**src/design/itp_pkg.sv**
```systemverilog
// Shared types and constants for the infix-to-postfix converter.
// Used by infix_to_postfix_converter_top; depends on nothing.
package itp_pkg;

	localparam int STACK_DEPTH  = 32;
	localparam int PAYLOAD_BITS = 16;
	localparam int CNT_W        = $clog2(STACK_DEPTH + 1);
	localparam int ADDR_W       = $clog2(STACK_DEPTH);

	// Input token kinds
	typedef enum logic [2:0] {
		K_NUM   = 3'd0,
		K_VAR   = 3'd1,
		K_CONST = 3'd2,
		K_FUNC  = 3'd3,
		K_OPER  = 3'd4,
		K_LPAR  = 3'd5,
		K_RPAR  = 3'd6,
		K_END   = 3'd7
	} kind_t;

	// Kinds held on the stack, in two bits
	localparam logic [1:0] SK_FUNC = 2'd0;
	localparam logic [1:0] SK_OPER = 2'd1;
	localparam logic [1:0] SK_LPAR = 2'd2;

	typedef struct packed {
		logic [1:0]              skind;
		logic [2:0]              code;
		logic [PAYLOAD_BITS-1:0] payload;
	} entry_t;

	localparam int ENTRY_W = $bits(entry_t);

	typedef struct packed {
		logic [2:0]              kind;
		logic [2:0]              code;
		logic [PAYLOAD_BITS-1:0] payload;
		logic                    err;
	} res_t;

	typedef enum logic [2:0] {
		ST_IDLE,
		ST_OPND,
		ST_RD,
		ST_CHK,
		ST_FNRD,
		ST_FNCHK,
		ST_PUSH,
		ST_FIN
	} state_t;

	// Operator precedence: plus/minus 1, times/divide 2, power and above 3
	function automatic logic [1:0] prec(input logic [2:0] code);
		logic [1:0] p;
		if (code <= 3'd1) begin
			p = 2'd1;
		end else if (code <= 3'd3) begin
			p = 2'd2;
		end else begin
			p = 2'd3;
		end
		return p;
	endfunction

endpackage

```
**src/design/itp_ram.sv**
```systemverilog
// Generic single-write, single-read RAM with a registered read port.
// No dependencies; storage has no reset.
module itp_ram #(
	parameter int WIDTH = 8,
	parameter int DEPTH = 16
) (
	input  logic                     clk,
	input  logic                     we,
	input  logic [$clog2(DEPTH)-1:0] waddr,
	input  logic [WIDTH-1:0]         wdata,
	input  logic                     re,
	input  logic [$clog2(DEPTH)-1:0] raddr,
	output logic [WIDTH-1:0]         rdata
);

	logic [WIDTH-1:0] mem [DEPTH];
	logic [WIDTH-1:0] rdata_q;

	// Write port
	always_ff @(posedge clk) begin
		if (we) begin
			mem[waddr] <= wdata;
		end
	end

	// Registered read; data holds between reads
	always_ff @(posedge clk) begin
		if (re) begin
			rdata_q <= mem[raddr];
		end
	end

	assign rdata = rdata_q;

endmodule

```
**src/design/infix_to_postfix_converter_top.sv**
```systemverilog
// Infix-to-postfix converter (shunting yard), top level.
// Depends on itp_pkg and itp_ram.
//
// One token enters per input beat and the postfix tokens it releases leave as
// output beats, the final one of each token marked by last. The operator stack
// lives in a one-port-read, one-port-write RAM with a registered read port, so
// every stack inspection is a read state that gives the address followed by a
// check state that uses the data. A pop inspects its entry, an operator also
// inspects the entry that stops it, and a right paren the entry below its left
// paren. A result that finds the output register still full waits for
// out_ready. One result is held back inside the block until the next one or
// the end of its token is known, which is what lets last be set; an output
// register lets the next token be worked on while that beat waits for
// out_ready. A push onto a full stack is dropped and reported as a single beat
// with stack_error set and zero fields. The stack needs no clearing after
// reset.
module infix_to_postfix_converter_top
	import itp_pkg::*;
(
	input  logic                    clk,
	input  logic                    arst_n,
	input  logic                    in_valid,
	output logic                    in_ready,
	input  logic [2:0]              op,
	input  logic [2:0]              operator_code,
	input  logic [PAYLOAD_BITS-1:0] payload,
	output logic                    out_valid,
	input  logic                    out_ready,
	output logic [2:0]              token_kind,
	output logic [2:0]              out_operator_code,
	output logic [PAYLOAD_BITS-1:0] out_payload,
	output logic                    stack_error,
	output logic                    last
);

	state_t state_q, state_d;

	kind_t                   kind_q;
	logic [2:0]              code_q;
	logic [PAYLOAD_BITS-1:0] pay_q;
	logic [CNT_W-1:0]        cnt_q;

	res_t pend_q;
	logic pend_vld_q;
	res_t out_q;
	logic out_last_q;
	logic out_vld_q;

	logic               ram_we, ram_re;
	logic [ADDR_W-1:0]  ram_waddr, ram_raddr;
	entry_t             push_e;
	logic [ENTRY_W-1:0] ram_rdata;
	entry_t             top_e;

	logic cnt_zero, cnt_full, out_free, emit_ok;
	logic is_lpar, is_func, pop_op, chk_pop, chk_disc;
	logic emit_c, cnt_inc, cnt_dec, fin_move, accept;
	res_t res_c, pop_res;

	itp_ram #(
		.WIDTH(ENTRY_W),
		.DEPTH(STACK_DEPTH)
	) u_stack (
		.clk  (clk),
		.we   (ram_we),
		.waddr(ram_waddr),
		.wdata(push_e),
		.re   (ram_re),
		.raddr(ram_raddr),
		.rdata(ram_rdata)
	);

	// Stack status and top-of-stack decode
	assign cnt_zero  = (cnt_q == '0);
	assign cnt_full  = (cnt_q == CNT_W'(STACK_DEPTH));
	assign ram_waddr = cnt_q[ADDR_W-1:0];
	assign ram_raddr = ADDR_W'(cnt_q - CNT_W'(1));
	assign top_e     = entry_t'(ram_rdata);
	assign is_lpar   = (top_e.skind == SK_LPAR);
	assign is_func   = (top_e.skind == SK_FUNC);
	assign pop_op    = (top_e.skind == SK_OPER) && (prec(code_q) <= prec(top_e.code));
	assign chk_pop   = (kind_q == K_OPER) ? pop_op : !is_lpar;
	assign chk_disc  = (kind_q != K_OPER) && is_lpar;

	// A new result may be taken when the held one can move to the output
	assign out_free = !out_vld_q || out_ready;
	assign emit_ok  = !pend_vld_q || out_free;
	assign accept   = in_valid && in_ready;

	// Entry for a push of the latched token
	always_comb begin
		push_e.payload = pay_q;
		push_e.code    = 3'd0;
		case (kind_q)
			K_OPER: begin
				push_e.skind = SK_OPER;
				push_e.code  = code_q;
			end
			K_LPAR:  push_e.skind = SK_LPAR;
			default: push_e.skind = SK_FUNC;
		endcase
	end

	// Result for a popped entry
	always_comb begin
		pop_res.kind    = (top_e.skind == SK_OPER) ? K_OPER : K_FUNC;
		pop_res.code    = (top_e.skind == SK_OPER) ? top_e.code : 3'd0;
		pop_res.payload = top_e.payload;
		pop_res.err     = 1'b0;
	end

	// Next state
	always_comb begin
		state_d = state_q;
		unique case (state_q)
			ST_IDLE: begin
				if (in_valid) begin
					case (kind_t'(op))
						K_NUM, K_VAR, K_CONST: state_d = ST_OPND;
						K_FUNC, K_LPAR:        state_d = ST_PUSH;
						default:               state_d = ST_RD;
					endcase
				end
			end
			ST_OPND: begin
				if (emit_ok) begin
					state_d = ST_FIN;
				end
			end
			ST_RD: begin
				if (cnt_zero) begin
					state_d = (kind_q == K_OPER) ? ST_PUSH : ST_FIN;
				end else begin
					state_d = ST_CHK;
				end
			end
			ST_CHK: begin
				if (chk_pop) begin
					if (emit_ok) begin
						state_d = ST_RD;
					end
				end else if (chk_disc) begin
					state_d = (kind_q == K_RPAR) ? ST_FNRD : ST_RD;
				end else begin
					state_d = ST_PUSH;
				end
			end
			ST_FNRD: begin
				state_d = cnt_zero ? ST_FIN : ST_FNCHK;
			end
			ST_FNCHK: begin
				if (!is_func || emit_ok) begin
					state_d = ST_FIN;
				end
			end
			ST_PUSH: begin
				if (!cnt_full || emit_ok) begin
					state_d = ST_FIN;
				end
			end
			ST_FIN: begin
				if (!pend_vld_q || out_free) begin
					state_d = ST_IDLE;
				end
			end
			default: state_d = ST_IDLE;
		endcase
	end

	// Control outputs
	always_comb begin
		in_ready = 1'b0;
		ram_re   = 1'b0;
		ram_we   = 1'b0;
		emit_c   = 1'b0;
		cnt_inc  = 1'b0;
		cnt_dec  = 1'b0;
		fin_move = 1'b0;
		res_c    = pop_res;
		unique case (state_q)
			ST_IDLE: in_ready = 1'b1;
			ST_OPND: begin
				emit_c        = emit_ok;
				res_c.kind    = kind_q;
				res_c.code    = 3'd0;
				res_c.payload = pay_q;
				res_c.err     = 1'b0;
			end
			ST_RD:   ram_re = !cnt_zero;
			ST_CHK: begin
				emit_c  = chk_pop && emit_ok;
				cnt_dec = (chk_pop && emit_ok) || chk_disc;
			end
			ST_FNRD: ram_re = !cnt_zero;
			ST_FNCHK: begin
				emit_c  = is_func && emit_ok;
				cnt_dec = is_func && emit_ok;
			end
			ST_PUSH: begin
				ram_we        = !cnt_full;
				cnt_inc       = !cnt_full;
				emit_c        = cnt_full && emit_ok;
				res_c.kind    = 3'd0;
				res_c.code    = 3'd0;
				res_c.payload = '0;
				res_c.err     = 1'b1;
			end
			ST_FIN:  fin_move = pend_vld_q && out_free;
			default: ;
		endcase
	end

	// Sequencer state, latched token and stack depth
	always_ff @(posedge clk or negedge arst_n) begin
		if (!arst_n) begin
			state_q <= ST_IDLE;
			cnt_q   <= '0;
		end else begin
			state_q <= state_d;
			if (cnt_inc) begin
				cnt_q <= cnt_q + CNT_W'(1);
			end else if (cnt_dec) begin
				cnt_q <= cnt_q - CNT_W'(1);
			end
		end
	end

	always_ff @(posedge clk) begin
		if (accept) begin
			kind_q <= kind_t'(op);
			code_q <= operator_code;
			pay_q  <= payload;
		end
	end

	// Hold back one result until its successor or the end of the token is known
	always_ff @(posedge clk or negedge arst_n) begin
		if (!arst_n) begin
			pend_vld_q <= 1'b0;
		end else if (emit_c) begin
			pend_vld_q <= 1'b1;
		end else if (fin_move) begin
			pend_vld_q <= 1'b0;
		end
	end

	always_ff @(posedge clk) begin
		if (emit_c) begin
			pend_q <= res_c;
		end
	end

	// Output register: load the held result, drop it once the beat is taken
	always_ff @(posedge clk or negedge arst_n) begin
		if (!arst_n) begin
			out_vld_q <= 1'b0;
		end else if ((emit_c && pend_vld_q) || fin_move) begin
			out_vld_q <= 1'b1;
		end else if (out_ready) begin
			out_vld_q <= 1'b0;
		end
	end

	always_ff @(posedge clk) begin
		if ((emit_c && pend_vld_q) || fin_move) begin
			out_q      <= pend_q;
			out_last_q <= fin_move;
		end
	end

	assign out_valid         = out_vld_q;
	assign token_kind        = out_q.kind;
	assign out_operator_code = out_q.code;
	assign out_payload       = out_q.payload;
	assign stack_error       = out_q.err;
	assign last              = out_last_q;

endmodule
```
**config.mk**
```make
export PLATFORM = sky130hd
export DESIGN_NAME = infix_to_postfix_converter_top
export DESIGN_NICKNAME = d
export VERILOG_FILES = /design/src/design/itp_pkg.sv /design/src/design/itp_ram.sv /design/src/design/infix_to_postfix_converter_top.sv
export SDC_FILE = /design/constraint.sdc
export NUM_CORES = 1
export LEC_CHECK = 0
export BUFFER_PORTS_ARGS = -buffer_cell sky130_fd_sc_hd__buf_2
export CORE_MARGIN = 3
export CORE_UTILIZATION = 50
export CTS_BUF_LIST = sky130_fd_sc_hd__clkbuf_4 sky130_fd_sc_hd__clkbuf_8
export CTS_CLUSTER_DIAMETER = 60
export DETAILED_ROUTE_END_ITERATION = 10
export HOLD_SLACK_MARGIN = 0.05
export PLACE_DENSITY = 0.68
export RECOVER_POWER = 50
export SYNTH_ARGS = -nofsm -noshare
export SYNTH_HDL_FRONTEND = slang
export SYNTH_SLANG_ARGS = --single-unit
export TNS_END_PERCENT = 50
```
**constraint.sdc**
```tcl
create_clock -name clk -period 3.9 [get_ports clk]
set_input_delay 0.195 -clock clk [delete_from_list [all_inputs] [get_ports clk]]
set_output_delay 0.195 -clock clk [all_outputs]
set_load 0.03 [all_outputs]
```
==> results by stage, run 1 <==
Outcome:
- The flow ran to the end, but the final reports show violations.
- The final reports fail on max-capacitance violations, max-slew violations.

Power:
- The largest voltage drop on the vdd net is 0.5590 mV.
- The internal power summed over all cells is 0.01760 W.
- Power spread over the standard cell area amounts to 777.1 mW/mm^2.
- The sequential power share is 39.1%.
- The total leakage power is 11.25 nW.
- The share of power burned in the clock network is 25.2%.
- The fraction of power consumed by combinational cells is 35.6%.
- The fraction of power spent switching nets is 34.03%.
- The switching power of the nets is 0.009079 W.

Critical path:
- For the worst setup path, the data required time is 4.19 ns.
- The worst setup path is of the register to register kind.
- The worst path arrival time is 3.51 ns.
- The startpoint kind of the worst setup timing path is a register.
- The critical path capture point type is a register.
- Of all nets on the critical path, the largest fanout is 21.
- The register-to-register path setup slack is 0.69 ns.

Floorplan:
- During I/O placement, the number of pins put on the boundary was 52.
- The region available for standard cell placement spans 0.05836 sq mm.
- For this configuration, the core starts out at a cell density of 51.14%.
- The die covers 0.06266 sq mm.
- The floorplan die height is 250.3 microns.
- Measured along the x axis, the die boundary spans 250.3 microns.
- The number of rows created at floorplan is 88.

Clock tree:
- Clock-pin slew was measured on the worst setup and hold paths at 0.06 ns.
- The H-tree was split into 3 levels.
- The clock root buffer master is sky130_fd_sc_hd__clkbuf_8.
- The CTS tree is yes.
- No sink is reached through more buffers than the 3 on the longest clock path.
- The latest clock arrival within the worst-skew pair is 0.74 ns.
- The number of buffers created by CTS is 118.
- The number of setup buffers added after CTS is 0.
- The clock sink count is 773.

Final layout:
- In the final layout, the share of cells above drive strength 1 is 28.12%.
- At the end of the flow, the number of nets in the layout was 1,753.
- Summing all multi-input logic gate instances after layout gives 0.006424 sq mm.
- After filler insertion, the fill cell instance count of the layout stands at 4,262.
- The sequential cell area is 0.02316 sq mm.
- At the end of the flow the core is filled with cells to 58.83%.
- The layout-stage area growth over the synthesis result is 15.04%.

Drt:
- The count of nets left with antenna violations once routing finished came out at 0.
- After detailed routing, the average wire length per cell comes to 28.29 microns.
- The wire length on met1 is 28,330 microns.
- The final route contains 15,620 vias.
- The routed design uses 34,930 microns of met2 wire.
- The routed wire length on met3 is 7920 microns.
- The initial detailed-routing violation count is 1,913.
- The wire length after detailed routing is 73,120 microns.
- The detailed-routing iteration count for the pre-antenna-repair pass is 6.
- The average vias per placed instance is 6.043.
- After detailed routing, the number of remaining DRC violations is 0.
- The highest metal layer carrying signal wires in the routed design is met5.

Min path:
- The path class of the lowest-slack min-delay path is input pin to register.

Synth:
- In this run, synthesis produced a sequential element count of 773.
- The total nets after synthesis is 1,529.
- The synthesized area per cell is 19.95 sq um.
- The post-synthesis instance area is 0.02984 sq mm.
- The most used flip-flop cell after synthesis is sky130_fd_sc_hd__edfxtp_1.
- Synthesis produced 1,496 cells.
- The count of distinct cell types in the synthesized netlist is 50.
- The portion of the post-synthesis area used by sequential elements is 77.60%.
- For this run, the number of Yosys warnings is 0.
- Of all flip-flops after synthesis, the portion carrying an async set or reset was 1.423%.
- Counting flops with a built-in enable in the synthesized netlist gives 762.

Timing:
- Setup repair after global routing left no endpoint under its margin.
- Setup violations remaining at the end of the flow were counted as 0.
- The final period demand of the worst path is 3.214 ns.
- The post-route fraction of the period consumed by the critical path is 82.41%.
- For this run, the top clock speed supported by timing is 311.1 MHz.
- The slack of the critical path is 0.6861 ns.
- The number of endpoints with negative hold slack in the final report is 0.
- The maximum clock skew at final layout is 0.05135 ns.
- The number of max-slew violations in the final report is 632.
- The worst relative slew slack is -41.58%.
- At the pin with the least slew margin, the transition time is 2.124 ns.

GRT:
- The via count of the first global-routing pass is 15,680.
- The number of antenna violations at the first check in global routing is 7.
- The first global-routing pass estimated 107,600 microns of wire.
- The global-route congestion overflow total is 0.
- The largest net degree at the start of global routing is 80.
- The global routing usage summed across all routing layers is 23.65%.

Place:
- The count of buffers added on input and output ports is 51.
- The routability congestion estimate is 0.8962.
- The worst slack after detailed placement is 0.8054 ns.
- The half-perimeter wire length after placement is 44,060 microns.

Run:
- The max capacitance violation total is 19.
-- sequential cells by signal, indices dropped and copies added, names as in the netlist, 6 cells and up --
| signal | count |
|---|---|
| u_stack.mem | 672 |
| pend_q | 23 |
| u_stack.rdata | 21 |
| cnt_q | 6 |
| out_payload | 16 |
| pay_q | 16 |
-- synthesized netlist by cell type, types with 5 or more instances --
cell type / instances / area share, %
sky130_fd_sc_hd__nand2b_1: 8 / 0.17
sky130_fd_sc_hd__buf_2: 18 / 0.30
sky130_fd_sc_hd__nor3_1: 13 / 0.22
sky130_fd_sc_hd__nor2_1: 37 / 0.47
sky130_fd_sc_hd__or4_1: 21 / 0.53
sky130_fd_sc_hd__ha_1: 7 / 0.29
sky130_fd_sc_hd__nand2_1: 183 / 2.3
sky130_fd_sc_hd__dfrtp_1: 11 / 0.92
sky130_fd_sc_hd__inv_1: 7 / 0.088
sky130_fd_sc_hd__mux4_2: 168 / 13
sky130_fd_sc_hd__edfxtp_1: 762 / 77
sky130_fd_sc_hd__buf_1: 7 / 0.088
sky130_fd_sc_hd__a22o_1: 19 / 0.56
sky130_fd_sc_hd__buf_6: 10 / 0.38
sky130_fd_sc_hd__nand3_1: 6 / 0.10
sky130_fd_sc_hd__clkbuf_1: 41 / 0.52
sky130_fd_sc_hd__a21oi_1: 95 / 1.6
sky130_fd_sc_hd__and2_1: 5 / 0.10
sky130_fd_sc_hd__o21ai_1: 8 / 0.13
sky130_fd_sc_hd__xnor2_1: 6 / 0.18
-- worst max-delay path: stages (launching register included) --
cell	delay, ns
sky130_fd_sc_hd__dfrtp_1	0.81
sky130_fd_sc_hd__or3_1	0.37
sky130_fd_sc_hd__nor3b_1	0.09
sky130_fd_sc_hd__clkbuf_1	0.20
sky130_fd_sc_hd__nor3_2	0.18
sky130_fd_sc_hd__clkbuf_1	1.10
-- cell type report --
type	instances	area share [%]
Inverter	7	0.07653
Clock inverter	44	0.9366
Tap cell	765	2.788
Multi-Input combinational cell	637	18.71
Antenna cell	3	0.02187
Clock buffer	173	6.079
Sequential cell	773	67.46
Timing Repair Buffer	183	3.929
-- path summary, 6_finish.rpt --
kind | cells after the start | start | endpoint
min in group asynchronous | 3 | arst_n | cnt_q[5]$_DFFE_PN0P_
max | 5 | cnt_q[2]$_DFFE_PN0P_ | u_stack.rdata[7]$_DFFE_PP_
max reg2reg | 5 | cnt_q[2]$_DFFE_PN0P_ | u_stack.rdata[7]$_DFFE_PP_
min | 2 | payload[14] | pay_q[14]$_DFFE_PP_
min reg2reg | 0 | pend_q[12]$_DFFE_PP_ | out_payload[11]$_DFFE_PP_
max in group asynchronous | 3 | arst_n | cnt_q[0]$_DFFE_PN0P_
-- power by group through the flow --
stage | logic, W | clock network, W | registers, W
floorplan | 0.00601 | 0 | 0.0106
global placement | 0.00951 | 0 | 0.0105
detailed placement | 0.00952 | 0 | 0.0106
CTS | 0.00957 | 0.00685 | 0.0104
global route | 0.0101 | 0.00724 | 0.0105
finish | 0.00951 | 0.00673 | 0.0104
-- per-stage QoR --
step | cells | total power [W] | hold WS (ns) | area [sq um] | setup TNS (ns)
after floorplan | 1496 | 0.01661 | -0.1006 | 29850 | -1.843
after global placement | 2339 | 0.02006 | 0.1043 | 31800 | 0
after detailed placement | 2339 | 0.02009 | 0.1037 | 31800 | 0
after CTS | 2582 | 0.02682 | 0.1332 | 34460 | 0
after global routing | 2584 | 0.02780 | 0.1340 | 34330 | 0
final | 2585 | 0.02668 | 0.1706 | 34330 | 0
-- cell usage in the layout (no fill, tap or decap), drive strengths merged, types with 8 or more instances in the layout --
cell type and count:
clkbuf 227, a22o 19, or4 21, nor3 14, nand2b 8, edfxtp 762, a21oi 96, dlygate4sd3 26
nor2 37, dfrtp 11, clkinv 35, nand2 183, buf 103, mux4 168, o21ai 12
-- kinds of logic (layout without fill, tap and decap cells) --
kind of cell / Yosys count / in the layout / synth area share [%]
adder cells (fa/ha/maj): 7 / 7 / 0.2935
buffers and inverters: 86 / 407 / 1.446
AND/OR/NAND/NOR: 301 / 301 / 4.574
multiplexers: 174 / 174 / 12.89
flip-flops: 773 / 773 / 77.60
AO/OA/AOI/OAI: 146 / 146 / 2.935
XOR/XNOR: 9 / 9 / 0.2641
other: 0 / 3 / 0
-- repair_timing --
item                                    CTS  global route
endpoints found under the setup margin    0             0
hold endpoints to repair                 38             0
resized for setup                         0             0
hold buffers                             26             0
-- routing by layer --
| layer | global-route usage (%) | vias to the layer above |
|---|---|---|
| met2 | 36.54 | 869 |
| met5 | 0 | - |
| met1 | 33.67 | 8087 |
| met3 | 5.898 | 117 |
| met4 | 7.384 | 4 |
| li1 | - | 6544 |
Note: power is estimated with default switching activity, not from simulation.
==> inputs of run 2 (changes only) <==
- PLACE_DENSITY: 0.68 -> 0.66
- clock period: 3.9 -> 3.08 ns (I/O delays scaled with it)
==> run 2 against run 1 <==
Net effect: the run still ends with max-capacitance violations, max-slew violations left; non-clock buffer count increased by 30; clock power increased by 19%; sequential power increased by 26%; die area unchanged; critical path depth increased by 3; largest cell class unchanged; highest routed layer is now met4.
==> results by stage, run 2 (synthesized netlist as in run 1, its figures left out) <==
Critical path:
- Traced cell by cell, the critical path runs through inv_1 -> ha_4 -> buf_12 -> buf_4 -> mux4_2 -> nand2_1 -> a21oi_1 -> or4_1.
- The critical path capture point type is a register.
- The delay of the slowest cell on the worst path is 0.59 ns.
- The launch instance of the worst register-to-register path is cnt_q[1]$_DFFE_PN0P_.
- Of all nets on the critical path, the largest fanout is 38.
- The required time of the critical path is 3.53 ns.
- The worst path arrival time is 3.35 ns.
- For the worst flop-to-flop path, the logic depth is 8.
- The setup check on the worst reg-to-reg path leaves a slack of 0.18 ns.
- The worst setup path is of the register to register kind.
- The terminus of the critical flop-to-flop path is u_stack.rdata[9]$_DFFE_PP_.
- For this design, the slowest cell found on the critical path is sky130_fd_sc_hd__or4_1.
- The critical path buffer and inverter count is 3.
- The startpoint kind of the worst setup timing path is a register.
- In this design, the largest share of critical-path delay is due to simple AND/OR/NAND/NOR gates.

Timing:
- Setup repair after global routing left no endpoint under its margin.
- Timing would allow up to 345.0 MHz.
- Summed over all failing endpoints, the final setup total negative slack is 0 ns.
- The post-route fraction of the period consumed by the critical path is 94.10%.
- The worst relative slew slack is -40.91%.
- The clock arrives with 0.03236 ns of skew.
- The number of endpoints with negative hold slack in the final report is 0.
- Setup violations remaining at the end of the flow were counted as 0.
- The tightest hold path in the finished design has a slack of 0.1339 ns.
- The slew of the pin with the lowest slew margin is 2.114 ns.
- The number of max-slew violations in the final report was 509.
- Subtracting the final worst setup slack from the clock period gives 2.898 ns.

Clock tree:
- The later pin in the worst-skew pair is clocked with a latency of 0.74 ns.
- The clock root buffer master is sky130_fd_sc_hd__clkbuf_8.
- Gates resized during post-CTS repair numbered 0.
- The clock sink count is 773.
- The number of buffers between clock root and the deepest sink is 3.
- The clock input transition at the sequential cells of the worst setup and hold paths is 0.06 ns.
- The number of clock buffers added by TritonCTS is 117.
- The H-tree was split into 3 levels.
- The CTS tree is yes.
- The hold buffer count at cts is 26.
- After clock tree synthesis, the setup repair step added 0 buffers.

Final layout:
- The register with the most flip-flops in the final layout is u_stack.mem.
- The net count of the finished layout is 1,782.
- The filler cell count in the final layout is 4,365.
- After routing the design area is 0.03445 sq mm.
- The library cell used most frequently in the layout, excluding fill and tap cells, is sky130_fd_sc_hd__edfxtp_1.
- Cells with a size suffix above 1 make up 29.16% of the layout.
- Compared with the post-synthesis result, the final layout area differs by 15.45%.
- Measured on the finished design, the core utilization comes to 59.04%.
- In the layout the commonest cells are sky130_fd_sc_hd__edfxtp_1, sky130_fd_sc_hd__nand2_1, sky130_fd_sc_hd__mux4_2.
- The flip-flop count of the largest register, all copies and words added is 672.

Drt:
- The initial detailed-routing violation count is 1,951.
- The total DRC errors in the routed layout is 0.
- The via total after detailed routing is 15,860.
- Using the TritonRoute via totals, the vias-per-cell ratio works out to 6.089.
- The pre-antenna-repair detailed-routing pass consisted of 5 iterations.
- For this block, the routed nets add up to 73,050 microns of wire.
- The count of nets left with antenna violations once routing finished came out at 0.
- Dividing the detail-routed wire length by the instance count gives 28.04 microns.

Min path:
- The path class of the tightest hold or removal check is input pin to register.
- The number of cells on the worst hold path is 2.
- The origin of the worst min-delay path is payload[8].
- The worst min-delay path endpoint is pay_q[8]$_DFFE_PP_.

Outcome:
- The final reports fail on max-capacitance violations, max-slew violations.
- The run finished, with violations left.

Power:
- For this design the ratio of total power to cell area is 975.2 mW/mm^2.
- The worst-case IR drop observed on VDD is 0.7657 mV.
- The total leakage power is 11.36 nW.

Floorplan:
- The initialized floorplan defines 88 standard-cell rows.
- The area enclosed by the die boundary is 0.06266 sq mm.
- The area of the placeable core is 0.05836 sq mm.
- The floorplan die height is 250.3 microns.
- For this configuration, the core starts out at a cell density of 51.14%.
- The die is 250.3 microns wide.
- During I/O placement, the number of pins put on the boundary was 52.

GRT:
- The via count of the first global-routing pass came to 16,000.
- The global routing usage summed across all routing layers is 23.69%.
- The largest net degree at the start of global routing is 64.
- The global-route wire length before repair is 108,300 microns.
- The number of antenna violations at the first check in global routing is 9.
- Global routing finished with a remaining overflow of 0.

Place:
- Detailed placement ended at an HPWL of 42,900 microns.
- The placed instances occupy a cell area of 0.03210 sq mm.
- The port buffer count is 51.
- The congestion estimate from routability-driven global placement came to 0.9053.

Run:
- Across the run, the number of max-cap violations was 16.
## run 2: through the flow
step / setup WS, ns / std cells / power (W)
final: 0.1816 / 2605 / 0.03360
after global routing: 0.08861 / 2605 / 0.03512
after CTS: 0.2094 / 2603 / 0.03389
after detailed placement: 0.2411 / 2369 / 0.02583
after global placement: 0.2690 / 2369 / 0.02573
after floorplan: -0.3566 / 1496 / 0.02112
## run 2: worst max-delay path by stage
stage | start | to | slack [ns] | depth (start not counted)
floorplan | cnt_q[0]$_DFFE_PN0P_ | u_stack.mem[20][0]$_DFFE_PP_ | -0.36 | 7
global placement | cnt_q[0]$_DFFE_PN0P_ | u_stack.rdata[17]$_DFFE_PP_ | 0.27 | 9
detailed placement | cnt_q[1]$_DFFE_PN0P_ | u_stack.rdata[7]$_DFFE_PP_ | 0.24 | 8
CTS | cnt_q[0]$_DFFE_PN0P_ | u_stack.rdata[17]$_DFFE_PP_ | 0.21 | 9
global route | cnt_q[1]$_DFFE_PN0P_ | u_stack.rdata[7]$_DFFE_PP_ | 0.09 | 8
finish | cnt_q[1]$_DFFE_PN0P_ | u_stack.rdata[9]$_DFFE_PP_ | 0.18 | 8
## run 2: area by class of cell
class	instances	area [sq um]	area share, %
multi-input combinational	637	6455	18.73
clock inverter	44	229.0	0.6646
sequential	773	23160	67.22
antenna	2	5.005	0.01453
tap	765	957.2	2.778
clock buffer	164	1994	5.789
timing repair buffer	213	1627	4.721
inverter	7	26.28	0.07626
## run 2: report_power, final
part	internal (W)	switching, W	total (W)
clock network	0.00423	0.00379	0.00802
logic	0.00523	0.00724	0.0125
registers	0.0127	0.000405	0.0131
## run 2: per-layer routing
layer	routed length, microns	part of all wire [%]	vias to the layer above	global-route usage [%]
li1	-	-	6574	-
met1	29750	41	8379	34.40
met2	35000	48	771	36.93
met3	6090	8.3	139	4.018
met4	2204	3.0	0	8.274
met5	0	0	-	0
==> inputs of run 3 (changes only) <==
- ABC_AREA: unset -> 1
- CORE_MARGIN: 3 -> unset
==> run 3 against run 2 <==
Net effect: the flow still finishes with violations (max-capacitance violations, max-slew violations); global-route usage is 1.5 points higher; cell area rose by 0.53%; core utilization is 1.9 points lower; sequential share of layout area shrank 0.35 points; non-clock buffer count is 47 lower; sequential power about the same; critical path depth rose by 3; critical path type unchanged.
==> results by stage, run 3 <==
Outcome:
- The flow ran to the end, but the final reports show violations.
- The final reports fail on max-capacitance violations, max-slew violations.

Min path:
- The worst min-delay path endpoint is pay_q[4]$_DFFE_PP_.
- The tightest min-delay check is of the input pin to register type.
- The worst hold path begins at payload[4].
- The number of cells on the worst hold path is 2.

Critical path:
- Among all stages on the critical path, the largest delay is contributed by sky130_fd_sc_hd__ha_4.
- In this design, the stage delay of the slowest critical-path cell is 0.39 ns.
- The critical path's most frequent cell is sky130_fd_sc_hd__nand2_1.
- The worst path arrival time is 3.27 ns.
- The critical path buffer and inverter count is 4.
- In this run the critical register-to-register path is launched from cnt_q[1]$_DFFE_PN0P_.
- The startpoint kind of the worst setup timing path is a register.
- In this design, the largest share of critical-path delay is due to buffers and inverters.
- Traced cell by cell, the critical path runs through inv_1 -> ha_4 -> buf_12 -> inv_1 -> buf_4 -> o21ai_0 -> o221ai_1 -> nand3_1 -> nand2_1 -> nand2_1 -> nand2_1.
- The setup check on the worst reg-to-reg path leaves a slack of 0.27 ns.
- For the worst flop-to-flop path, the logic depth is 11.
- The required time of the critical path is 3.54 ns.
- The terminus of the critical flop-to-flop path is u_stack.rdata[18]$_DFFE_PP_.
- The critical path in this run is classified as register to register.
- The top fanout value on the critical path is 79.
- The critical path capture point type is a register.

Clock tree:
- The clock tree synthesis step divided the H-tree into 3 levels.
- The clock passes through at most 3 buffers.
- The clock input transition at the sequential cells of the worst setup and hold paths is 0.06 ns.
- Once the clock tree was built, the setup fixing pass inserted 0 buffers.
- Buffers inserted to repair hold after CTS numbered 26.
- The post-cts gate resize count is 0.
- At the later pin of the worst-skew pair, clock insertion delay measures 0.73 ns.
- The CTS tree is yes.
- The number of buffers created by CTS is 115.
- The clock root buffer master is sky130_fd_sc_hd__clkbuf_8.
- The clock sink count is 773.

Synth:
- After technology mapping, the gate count stands at 2,364.
- The top cell type by area accounts for 74.35% of the synthesized area.
- In the synthesized netlist the dominant register cell turns out to be sky130_fd_sc_hd__edfxtp_1.
- Sequential elements use 75.24% of the synthesized area.
- The most common cell in the synthesized netlist is sky130_fd_sc_hd__edfxtp_1.
- Summing the areas of all xor and xnor instances in the mapped netlist gives 0.2643% of the synthesized area.
- Ranked by instance count, the synthesized netlist is headed by sky130_fd_sc_hd__edfxtp_1, sky130_fd_sc_hd__nor2_1, sky130_fd_sc_hd__o21ai_0.
- By area, the combinational part of the netlist is dominated by compound AO/OA/AOI/OAI gates.
- Counting every net in the synthesized netlist gives 2,397.
- By area the synthesized netlist is led by sky130_fd_sc_hd__edfxtp_1, sky130_fd_sc_hd__nor2_1, sky130_fd_sc_hd__o21ai_0.
- The number of flip-flops and latches in the synthesized netlist is 773.
- The total number of yosys warnings is 0.
- The post-synthesis instance area is 0.03078 sq mm.
- The simple-gate share of the synthesized area is 10.04%.
- Summed over all instances, the cell type with the most area after synthesis is sky130_fd_sc_hd__edfxtp_1.
- Counting flops with an async set or reset pin after synthesis yields a share of 1.423%.
- Summing the areas of all fa, ha and maj instances in the mapped netlist gives 0.2846% of the synthesized area.
- The synthesized area per cell is 13.02 sq um.
- The share of cell area taken by muxes after synthesis is 0%.
- Summing the areas of all compound-gate instances in the mapped netlist gives 11.27% of the synthesized area.
- The count of distinct cell types in the synthesized netlist is 36.
- The number of enable-type register cells in the synthesized netlist is 762.

Floorplan:
- The number of rows created at floorplan is 90.
- The floorplan step set the die width to 250.1 microns.
- Pin placement for this block handled 52 I/O pins.
- Once the floorplan was initialized, standard cells occupied 50.80% of the core.
- The floorplan step defined a die boundary enclosing 0.06255 sq mm.
- In this run the vertical extent of the chip is 250.1 microns.
- The area of the placeable core is 0.06058 sq mm.

Timing:
- The worst path needs 2.812 ns of the cycle, external delays included.
- The number of max-slew violations in the final report came to 271.
- Measured against its own limit, the worst slew margin works out to -33.98%.
- Static timing analysis puts the maximum clock frequency at 355.6 MHz.
- The slack of the critical path is 0.2677 ns.
- The post-route fraction of the period consumed by the critical path is 91.31%.
- The maximum clock skew at final layout is 0.03847 ns.
- The number of endpoints with negative hold slack in the final report is 0.
- The slew of the pin with the lowest slew margin is 2.010 ns.
- Adding up every negative setup slack in the final design gives 0 ns.
- Setup repair after global routing left no endpoint under its margin.
- Setup violations remaining at the end of the flow were counted as 0.

Final layout:
- The layout-stage area growth over the synthesis result is 12.54%.
- The library cell used most frequently in the layout, excluding fill and tap cells, is sky130_fd_sc_hd__edfxtp_1.
- u_stack.mem holds more flip-flops than any other register.
- In the layout the commonest cells are sky130_fd_sc_hd__edfxtp_1, sky130_fd_sc_hd__nor2_1, sky130_fd_sc_hd__o21ai_0.
- The sequential cell area is 0.02316 sq mm.
- The net count of the finished layout is 2,532.
- The proportion of layout cells with a drive suffix above 1 is 12.12%.
- The register with the most flip-flops in the layout has 672 of them.
- Summing all multi-input logic gate instances after layout gives 0.006850 sq mm.
- After filler insertion, the fill cell instance count of the layout stands at 4,738.

Place:
- Port buffering added 51 buffers.
- The routability congestion estimate is 0.8968.
- Detailed placement ended at an HPWL of 43,820 microns.
- The worst slack after detailed placement is 0.3698 ns.

GRT:
- The number of antenna violations at the first check in global routing is 1.
- The via count of the first global-routing pass is 19,110.
- The most crowded layer after global routing is met2.
- For this run, global-route usage on met1 was measured as 35.04%.
- In the global route stage, overall resource usage came out at 25.18%.
- For met3 alone, demand over resource in global routing was 4.780%.
- The largest net degree at the start of global routing is 213.
- In the global route stage, met2 resource usage came out at 39.44%.
- The first global-routing pass estimated 117,100 microns of wire.
- The global-route congestion overflow total is 0.

Drt:
- The final route contains 19,860 vias.
- For this block, the initial DRC count from the detailed router was 2,156.
- After detailed routing, the number of remaining DRC violations is 0.
- The average vias per placed instance is 5.885.
- Wires add up to 78,730 microns.
- The average wire per cell in the routed design is 23.33 microns.
- The first detailed-routing pass ran for 5 iterations.
- The count of nets left with antenna violations after detail routing is 0.

Power:
- The largest voltage drop on the vdd net is 0.7833 mV.
- The total leakage power is 11.56 nW.
- The ratio of total power to cell area is 1076 mW/mm^2.

Run:
- The tool flagged a number of max-cap violations equal to 8.
run 3: cell types whose count changed in the layout (fill, tap and decap cells not counted), moves of 39 or more:
cell                       previous run  this run
sky130_fd_sc_hd__nor2_1              14       513
sky130_fd_sc_hd__o21ai_0              4       380
sky130_fd_sc_hd__buf_4               95        56
sky130_fd_sc_hd__nand3_1              6        56
sky130_fd_sc_hd__a21oi_1             94         7
sky130_fd_sc_hd__o211ai_1             0       146
sky130_fd_sc_hd__mux4_2             168         0
run 3: cells by family after synthesis:
group	count (synthesis)
buffers and inverters	196
and+or+nand+nor	793
xor gates and xnor gates	5
AOI/OAI and AO/OA	590
adders and majority gates	7
DFF	773
run 3: layout make-up:
cell class	count	area share, %
Antenna cell	1	0.007225
Clock buffer	157	5.588
Clock inverter	52	0.8995
Inverter	48	0.5491
Multi-Input combinational cell	1395	19.78
Sequential cell	773	66.87
Tap cell	782	2.825
Timing Repair Buffer	166	3.482
run 3: metrics by stage:
| step | total power (W) | area, sq um | std cells | utilization (%) | hold slack, ns |
|---|---|---|---|---|---|
| 2_1_floorplan | 0.02348 | 30800 | 2364 | - | -0.1416 |
| 3_3_place_gp | 0.02887 | 32270 | 3138 | 53.26 | 0.07583 |
| 3_5_place_dp | 0.02913 | 32270 | 3138 | 53.26 | 0.08409 |
| 4_1_cts | 0.03725 | 34770 | 3373 | 57.40 | 0.09797 |
| 5_1_grt | 0.03921 | 34640 | 3374 | 57.17 | 0.1413 |
| 6_report | 0.03726 | 34640 | 3374 | 57.17 | 0.1596 |
run 3: power by group:
part           switching (W)  leakage, nW  internal, W
Sequential          0.000507         7.03       0.0128
Clock                0.00381         1.20      0.00431
Combinational         0.0113         3.33      0.00451
Total                 0.0156         11.6       0.0217
run 3: worst max path at each step:
stage	slack (ns)	end	cells after the start	from
floorplan	-0.06	u_stack.mem[11][0]$_DFFE_PP_	12	cnt_q[0]$_DFFE_PN0P_
global placement	0.41	u_stack.rdata[7]$_DFFE_PP_	11	cnt_q[0]$_DFFE_PN0P_
detailed placement	0.37	u_stack.rdata[18]$_DFFE_PP_	11	cnt_q[0]$_DFFE_PN0P_
CTS	0.35	u_stack.rdata[18]$_DFFE_PP_	11	cnt_q[1]$_DFFE_PN0P_
global route	0.17	u_stack.rdata[2]$_DFFE_PP_	10	cnt_q[0]$_DFFE_PN0P_
finish	0.27	u_stack.rdata[18]$_DFFE_PP_	11	cnt_q[1]$_DFFE_PN0P_
run 3: routing by layer:
metal	wire, microns	part of all wire [%]
met1	32660	41
met2	36590	46
met3	6998	8.9
met4	2473	3.1
met5	0	0
